--- src/rtl/gpio_register_bank_with_set_clear_assert.svh ---
// assertion macros for the gpio register bank
`ifndef GPIO_REGISTER_BANK_WITH_SET_CLEAR_ASSERT_SVH
`define GPIO_REGISTER_BANK_WITH_SET_CLEAR_ASSERT_SVH

// same-cycle implication, disabled while reset is asserted
`define GRB_ASSERT_NOW(lbl, clk, rst_n, ante, cons) \
	lbl: assert property (@(posedge clk) disable iff (!rst_n) (ante) |-> (cons)) \
		else $error("gpio register bank check failed");

// next-cycle implication, disabled while reset is asserted
`define GRB_ASSERT_NEXT(lbl, clk, rst_n, ante, cons) \
	lbl: assert property (@(posedge clk) disable iff (!rst_n) (ante) |=> (cons)) \
		else $error("gpio register bank check failed");

`endif

--- src/rtl/gpiorb_pkg.sv ---
`default_nettype none
package gpiorb_pkg;

	// access kinds on the request channel
	typedef enum logic [1:0] {
		REQ_WORD_RD = 2'd0,
		REQ_WORD_WR = 2'd1,
		REQ_BYTE_RD = 2'd2,
		REQ_BYTE_WR = 2'd3
	} req_t;

	// register targeted by a decoded address
	typedef enum logic [2:0] {
		SEL_OUT,
		SEL_SET,
		SEL_CLR,
		SEL_EN,
		SEL_IN,
		SEL_CTRL,
		SEL_SYS,
		SEL_NONE
	} sel_t;

	// offsets within the gpio block
	localparam logic [31:0] OFS_OUT = 32'h0000_0004;
	localparam logic [31:0] OFS_SET = 32'h0000_0008;
	localparam logic [31:0] OFS_CLR = 32'h0000_000C;
	localparam logic [31:0] OFS_EN  = 32'h0000_0020;
	localparam logic [31:0] OFS_IN  = 32'h0000_003C;

	localparam logic [7:0] BYTE_MASK = 8'hFF;

endpackage
`default_nettype wire

--- src/rtl/gpio_register_bank_with_set_clear.sv ---
`default_nettype none
// gpio register bank with write-one-to-set and write-one-to-clear
//
// request channel (in_valid/in_ready) carries one bus access per word:
// req_type, address, write_data and the sampled pin_levels
// response channel (out_valid/out_ready) returns one word per access:
// read_data, plus pin_drive and pin_output_enable as they stand after it
//
// a word is captured in the input register, decoded and merged in one
// pass of shallow logic, and then lands in the result register, where
// the bank words are updated at the same edge
// out_valid rises once the word has moved from the input register to the
// result register; throughput is one access per cycle while out_ready is
// held high, held by the single decode and merge pass
//
// reset clears all four bank words and both valid flags; pin_drive and
// pin_output_enable read zero, read_data is undefined until the first word
// when the receiver stalls, the result register holds its word and the
// input register holds the next one; in_ready drops only while both are
// full and out_ready is low
module gpio_register_bank_with_set_clear #(
	parameter logic [31:0] GPIO_BLOCK_BASE   = 32'h3FF4_4000,
	parameter logic [31:0] CONTROL_WORD_ADDR = 32'h3FF4_8000,
	parameter logic [31:0] SYSTEM_WORD_ADDR  = 32'h3FF0_0000
) (
	input  wire logic        clk,
	input  wire logic        arst_n,
	input  wire logic        in_valid,
	output logic             in_ready,
	input  wire logic [1:0]  req_type,
	input  wire logic [31:0] address,
	input  wire logic [31:0] write_data,
	input  wire logic [31:0] pin_levels,
	output logic             out_valid,
	input  wire logic        out_ready,
	output logic [31:0]      read_data,
	output logic [31:0]      pin_drive,
	output logic [31:0]      pin_output_enable
);
	import gpiorb_pkg::*;

	`include "gpio_register_bank_with_set_clear_assert.svh"

	// word addresses of the gpio block, wrapping at 32 bits
	localparam logic [31:0] ADDR_OUT = 32'(GPIO_BLOCK_BASE + OFS_OUT);
	localparam logic [31:0] ADDR_SET = 32'(GPIO_BLOCK_BASE + OFS_SET);
	localparam logic [31:0] ADDR_CLR = 32'(GPIO_BLOCK_BASE + OFS_CLR);
	localparam logic [31:0] ADDR_EN  = 32'(GPIO_BLOCK_BASE + OFS_EN);
	localparam logic [31:0] ADDR_IN  = 32'(GPIO_BLOCK_BASE + OFS_IN);

	// input register
	logic        valid_s1;
	req_t        req_s1;
	logic [31:0] address_s1;
	logic [31:0] write_data_s1;
	logic [31:0] pin_levels_s1;

	// bank words
	logic [31:0] out_level_q;
	logic [31:0] out_enable_q;
	logic [31:0] ctrl_word_q;
	logic [31:0] sys_word_q;

	// result register
	logic        out_valid_q;
	logic [31:0] read_data_q;

	logic        advance;
	logic        is_word;
	logic        is_write;
	logic [31:0] acc_addr;
	sel_t        sel;
	logic [31:0] rd_word;
	logic [7:0]  rd_byte;
	logic [31:0] merged;
	logic [31:0] wr_val;
	logic [31:0] rd_next;
	logic [31:0] out_level_d;
	logic [31:0] out_enable_d;
	logic [31:0] ctrl_word_d;
	logic [31:0] sys_word_d;

	// the input word moves on whenever the result slot is free or being taken
	assign advance  = valid_s1 && (!out_valid_q || out_ready);
	assign in_ready = !valid_s1 || advance;

	always_ff @(posedge clk or negedge arst_n) begin
		if (!arst_n) begin
			valid_s1 <= 1'b0;
		end else if (in_ready) begin
			valid_s1 <= in_valid;
		end
	end

	always_ff @(posedge clk) begin
		if (in_valid && in_ready) begin
			req_s1        <= req_t'(req_type);
			address_s1    <= address;
			write_data_s1 <= write_data;
			pin_levels_s1 <= pin_levels;
		end
	end

	// word accesses match the full address, byte accesses the aligned word
	assign is_word  = (req_s1 == REQ_WORD_RD) || (req_s1 == REQ_WORD_WR);
	assign is_write = (req_s1 == REQ_WORD_WR) || (req_s1 == REQ_BYTE_WR);
	assign acc_addr = is_word ? address_s1 : {address_s1[31:2], 2'b00};

	// first match in map order wins when addresses overlap
	always_comb begin
		priority if (acc_addr == ADDR_OUT)          sel = SEL_OUT;
		else if (acc_addr == ADDR_SET)              sel = SEL_SET;
		else if (acc_addr == ADDR_CLR)              sel = SEL_CLR;
		else if (acc_addr == ADDR_EN)               sel = SEL_EN;
		else if (acc_addr == ADDR_IN)               sel = SEL_IN;
		else if (acc_addr == CONTROL_WORD_ADDR)     sel = SEL_CTRL;
		else if (acc_addr == SYSTEM_WORD_ADDR)      sel = SEL_SYS;
		else                                        sel = SEL_NONE;
	end

	always_comb begin
		unique case (sel)
			SEL_OUT:  rd_word = out_level_q;
			SEL_EN:   rd_word = out_enable_q;
			SEL_IN:   rd_word = pin_levels_s1;
			SEL_CTRL: rd_word = ctrl_word_q;
			SEL_SYS:  rd_word = sys_word_q;
			default:  rd_word = '0;
		endcase
	end

	// byte lane pick and read-merge for byte writes
	always_comb begin
		merged = rd_word;
		unique case (address_s1[1:0])
			2'd0: begin
				rd_byte      = rd_word[7:0];
				merged[7:0]  = write_data_s1[7:0];
			end
			2'd1: begin
				rd_byte      = rd_word[15:8];
				merged[15:8] = write_data_s1[7:0];
			end
			2'd2: begin
				rd_byte       = rd_word[23:16];
				merged[23:16] = write_data_s1[7:0];
			end
			default: begin
				rd_byte       = rd_word[31:24];
				merged[31:24] = write_data_s1[7:0];
			end
		endcase
	end

	assign wr_val = is_word ? write_data_s1 : merged;

	always_comb begin
		unique case (req_s1)
			REQ_WORD_RD: rd_next = rd_word;
			REQ_BYTE_RD: rd_next = {24'd0, rd_byte & BYTE_MASK};
			default:     rd_next = '0;
		endcase
	end

	// bank update for this access
	always_comb begin
		out_level_d  = out_level_q;
		out_enable_d = out_enable_q;
		ctrl_word_d  = ctrl_word_q;
		sys_word_d   = sys_word_q;
		if (is_write) begin
			unique case (sel)
				SEL_OUT:  out_level_d  = wr_val;
				SEL_SET:  out_level_d  = out_level_q | wr_val;
				SEL_CLR:  out_level_d  = out_level_q & ~wr_val;
				SEL_EN:   out_enable_d = wr_val;
				SEL_CTRL: ctrl_word_d  = wr_val;
				SEL_SYS:  sys_word_d   = wr_val;
				default: begin
				end
			endcase
		end
	end

	always_ff @(posedge clk or negedge arst_n) begin
		if (!arst_n) begin
			out_level_q  <= '0;
			out_enable_q <= '0;
			ctrl_word_q  <= '0;
			sys_word_q   <= '0;
			out_valid_q  <= 1'b0;
		end else begin
			if (advance) begin
				out_level_q  <= out_level_d;
				out_enable_q <= out_enable_d;
				ctrl_word_q  <= ctrl_word_d;
				sys_word_q   <= sys_word_d;
				out_valid_q  <= 1'b1;
			end else if (out_ready) begin
				out_valid_q  <= 1'b0;
			end
		end
	end

	always_ff @(posedge clk) begin
		if (advance) begin
			read_data_q <= rd_next;
		end
	end

	assign out_valid         = out_valid_q;
	assign read_data         = read_data_q;
	assign pin_drive         = out_level_q;
	assign pin_output_enable = out_enable_q;

	// writes answer with zero read data
	`GRB_ASSERT_NEXT(a_write_reads_zero, clk, arst_n, advance && is_write, read_data_q == '0)
	// byte reads are zero-extended
	`GRB_ASSERT_NEXT(a_byte_rd_ext, clk, arst_n, advance && (req_s1 == REQ_BYTE_RD),
		read_data_q[31:8] == 24'd0)
	// a waiting input word is never overwritten
	`GRB_ASSERT_NEXT(a_s1_holds, clk, arst_n, valid_s1 && !advance,
		valid_s1 && $stable(address_s1) && $stable(write_data_s1))
	// bank words only change when an access retires
	`GRB_ASSERT_NEXT(a_bank_stable, clk, arst_n, !advance,
		$stable(out_level_q) && $stable(out_enable_q) && $stable(ctrl_word_q)
		&& $stable(sys_word_q))

endmodule
`default_nettype wire

--- config.mk ---
export PLATFORM = sky130hd
export DESIGN_NAME = gpio_register_bank_with_set_clear
export DESIGN_NICKNAME = d
export VERILOG_FILES = /design/src/rtl/gpiorb_pkg.sv /design/src/rtl/gpio_register_bank_with_set_clear.sv
export VERILOG_INCLUDE_DIRS = /design/src /design/src/rtl
export SDC_FILE = /design/constraint.sdc
export NUM_CORES = 1
export LEC_CHECK = 0
export BUFFER_PORTS_ARGS = -buffer_cell sky130_fd_sc_hd__buf_2
export CAP_MARGIN = 15
export CORE_MARGIN = 5
export CORE_UTILIZATION = 60
export CTS_BUF_LIST = sky130_fd_sc_hd__clkbuf_4
export DETAILED_ROUTE_END_ITERATION = 12
export GPL_ROUTABILITY_DRIVEN = 0
export GPL_TIMING_DRIVEN = 0
export PLACE_DENSITY_LB_ADDON = 0.05
export REMOVE_ABC_BUFFERS = 1
export SLEW_MARGIN = 10
export SYNTH_ARGS = -nofsm -noshare
export SYNTH_HDL_FRONTEND = slang
export SYNTH_SLANG_ARGS = --single-unit
--- constraint.sdc ---
create_clock -name clk -period 10.3 [get_ports clk]
set_input_delay 1.545 -clock clk [delete_from_list [all_inputs] [get_ports clk]]
set_output_delay 1.545 -clock clk [all_outputs]
set_load 0.05 [all_outputs]
==> impl_metrics.tcl <==
set metrics [dict create \
    worstMarginPinSlew_ns 1.149 \
    layout_commonest_cell "buf_2" \
    synth-warning-count 0 \
    hold_ws_ns 0.4828 \
    cp_top_family "simple AND/OR/NAND/NOR gates" \
    synthCells 1051 \
    layout_common_cells "buf_2, nand2_1, edfxtp_1, dfrtp_1, clkbuf_4" \
    hold_class "reg -> reg" \
    grt_antenna_before_repair 3 \
    avgSynthCellArea_um2 11.51 \
    p_comb_share_pct 7.9 \
    required_ns 10.91 \
    clk_pin_slew_ns 0.07 \
    cp-end-kind "flip-flop" \
    utilization_pct 72.22 \
    drc_errors 0 \
    first_pass_iters 7 \
    power_leakage_nw 5.871 \
    p_switching_w 0.0005736 \
    synth_top_area_share_pct 32.26 \
    via_count 10180 \
    async_flop_share_pct 50.00 \
    yosysSeqAreaShare_pct 59.15 \
    yosys.cell_types.count 69 \
    grt.overflow.total 0 \
    tns_ns 0 \
    clock_latency_ns 0.69 \
    root_buffer "clkbuf_4" \
    fin_crit_ns 3.977 \
    num_rows 52 \
    slowest_delay_ns 1.13 \
    first_global_vias 10080 \
    dp_cells 1461 \
    first_iter_violations 1240 \
    wire_per_inst_um 23.68 \
    io_pins 200 \
    port_buffers 199 \
    synth_top_area_cell "edfxtp_1" \
    final_cell_count_no_fill 1587 \
    syn_area_um2 12100 \
    tritoncts "yes" \
    ys_seq_elements 260 \
    synth_top_flop_cell "edfxtp_1" \
    cts_inserted_buffers 69 \
    fmax_mhz 251.5 \
    swShare_pct 24.86 \
    cts_setup_buffers 0 \
    die_x_um 152.0 \
    use_met2_pct 48.26 \
    core_area_um2 20040 \
    finalHoldViolCount 0 \
    hold_buffers 0 \
    cp_num_buf_inv 1 \
    clock_skew_ns 0.04850 \
    crit_slowest_cell "or4_1" \
    powerDensity_nw_per_um2 159.4 \
    fillers 1494 \
    drv_slew 0 \
    cp.arrival_ns 4.58 \
    dp_hpwl_um 25130 \
    critPathMaxFanout 49 \
    design_area_um2 14470 \
    grt.total_usage_pct 32.13 \
    vias_per_cell 6.417 \
    dieArea_um2 23110 \
    synth_edf_count 130 \
    place_area_um2 13490 \
    finalSetupViolCount 0 \
    grt_max_degree 68 \
    gr-usage-met3_pct 10.04 \
    clkSinkCount 260 \
    yosys-top-cells-area "edfxtp_1, dfrtp_1, a22oi_1, nand2_1, o21ai_0" \
    drv_cap 0 \
    layout.nets 1365 \
    use_met1_pct 43.52 \
    die_y_um 152.0 \
    grt_busiest_layer "met2" \
    outcome "finished clean" \
    clockPowerShare_pct 42.0 \
    seqPwrFrac_pct 50.1 \
    grt_pass1_wl_um 57990 \
    critical_path_class "reg -> reg" \
    ant_nets 0 \
    cts_resized 0 \
    worst_setup_path_start_kind "flip-flop" \
    crit_chain "nor4_1 -> and4_1 -> nand2_2 -> or4_1 -> buf_8 -> nor3b_1 -> a311o_1" \
    irDropWorstVdd_uv 127.2 \
    ctsLongestPathBuffers 3 \
    rsz0062_at_grt "no" \
    p_int_w 0.001734 \
    totalWireLength_um 37570 \
    relSlewSlack_pct 23.14 \
    start_util_pct 60.38 \
    synthToLayoutAreaGrowth_pct 19.60 \
    htreeDepth 3 \
    fin_crit_sh_pct 38.61 \
    layout-drive-gt1-share_pct 29.33 \
]
## registers in the layout (all words and copies together) (netlist names)
name	flops
address_s1	32
ctrl_word_q	32
out_valid	1
pin_drive	32
pin_levels_s1	32
pin_output_enable	32
read_data	32
req_s1	2
sys_word_q	32
valid_s1	1
write_data_s1	32
## kinds of logic (layout without fill, tap and decap cells)
kind of cell | after synthesis | count (layout) | share of synthesized area, %
other | 0 | 1 | 0
AND/OR/NAND/NOR | 315 | 315 | 13.21
multiplexers | 21 | 21 | 2.058
XOR/XNOR | 1 | 1 | 0.07239
buffers and inverters | 83 | 348 | 3.050
flip-flops | 260 | 260 | 59.15
AO/OA/AOI/OAI | 371 | 371 | 22.46
## power by group through the flow
stage	Sequential, W	Clock [W]	Combinational (W)
finish	0.00116	0.000969	0.000181
global route	0.00116	0.00104	0.000194
CTS	0.00116	0.000985	0.000177
detailed placement	0.00118	0	0.000177
global placement	0.00118	0	0.000162
floorplan	0.00120	0	0.0000674
## area by class of cell
| type | instances | area [µm²] | share of cell area (%) |
|---|---|---|---|
| tap | 270 | 337.8 | 2.334 |
| clock inverter | 10 | 93.84 | 0.6484 |
| inverter | 4 | 15.01 | 0.1037 |
| timing repair buffer | 220 | 1373 | 9.484 |
| multi-input combinational | 708 | 4638 | 32.05 |
| sequential | 260 | 7157 | 49.45 |
| clock buffer | 114 | 855.8 | 5.913 |
| antenna | 1 | 2.502 | 0.01729 |
## per-stage QoR
step / setup WS, ns / power, W
global route: 5.994 / 0.002396
finish: 6.323 / 0.002307
detailed placement: 6.193 / 0.001354
floorplan: 5.483 / 0.001265
CTS: 6.193 / 0.002319
global placement: 2.204 / 0.001343
## synth_stat cells (3+ instances only)
master / n
o21ai_0: 92
o2111ai_1: 13
inv_1: 3
buf_2: 19
o221ai_1: 25
nor4_1: 3
a311o_1: 14
nand3_1: 7
and4_1: 5
and2_1: 25
and3_1: 8
o311ai_0: 4
o211a_1: 3
a22oi_1: 75
nand2_1: 135
o211ai_1: 15
o211ai_2: 4
nand4_1: 3
nor3b_1: 11
mux2_2: 15
a21o_1: 3
a22o_1: 30
o21a_1: 8
a2bb2oi_1: 7
o21ai_1: 4
dfrtp_1: 130
nor4b_1: 6
clkbuf_1: 51
o22ai_1: 18
a221o_1: 4
mux2_4: 4
o2bb2ai_1: 6
nor2_1: 59
nand2b_1: 23
nor2b_1: 5
edfxtp_1: 130
buf_6: 3
nor3_1: 3
or2_2: 3
buf_4: 3
buf_1: 3
a21oi_1: 11
o22a_1: 24
## per-layer routing
layer  wire (µm)  vias to the layer above
met1       14520                     4871
met4        1531                        4
li1            -                     4532
met5          16                        -
met2       17090                      636
met3        4414                      140
## worst paths after layout
kind,from,endpoint,slack (ns),depth (start not counted)
worst min-delay path,ctrl_word_q[3],ctrl_word_q[3],0.48,2
max in group asynchronous,arst_n,pin_output_enable[30],8.66,2
worst max register to register,address_s1[16],pin_drive[25],6.32,7
worst min register to register,ctrl_word_q[3],ctrl_word_q[3],0.48,2
worst max-delay path,address_s1[16],pin_drive[25],6.32,7
min in group asynchronous,arst_n,sys_word_q[15],0.83,1
## worst register-to-register path, cell delays in order (launching register included)
cell      delay, ns
edfxtp_1       0.36
nor4_1         0.38
and4_1         0.55
nand2_2        0.77
or4_1          1.13
buf_8          0.31
nor3b_1        0.27
a311o_1        0.16
(Power assumes the default switching activity.)
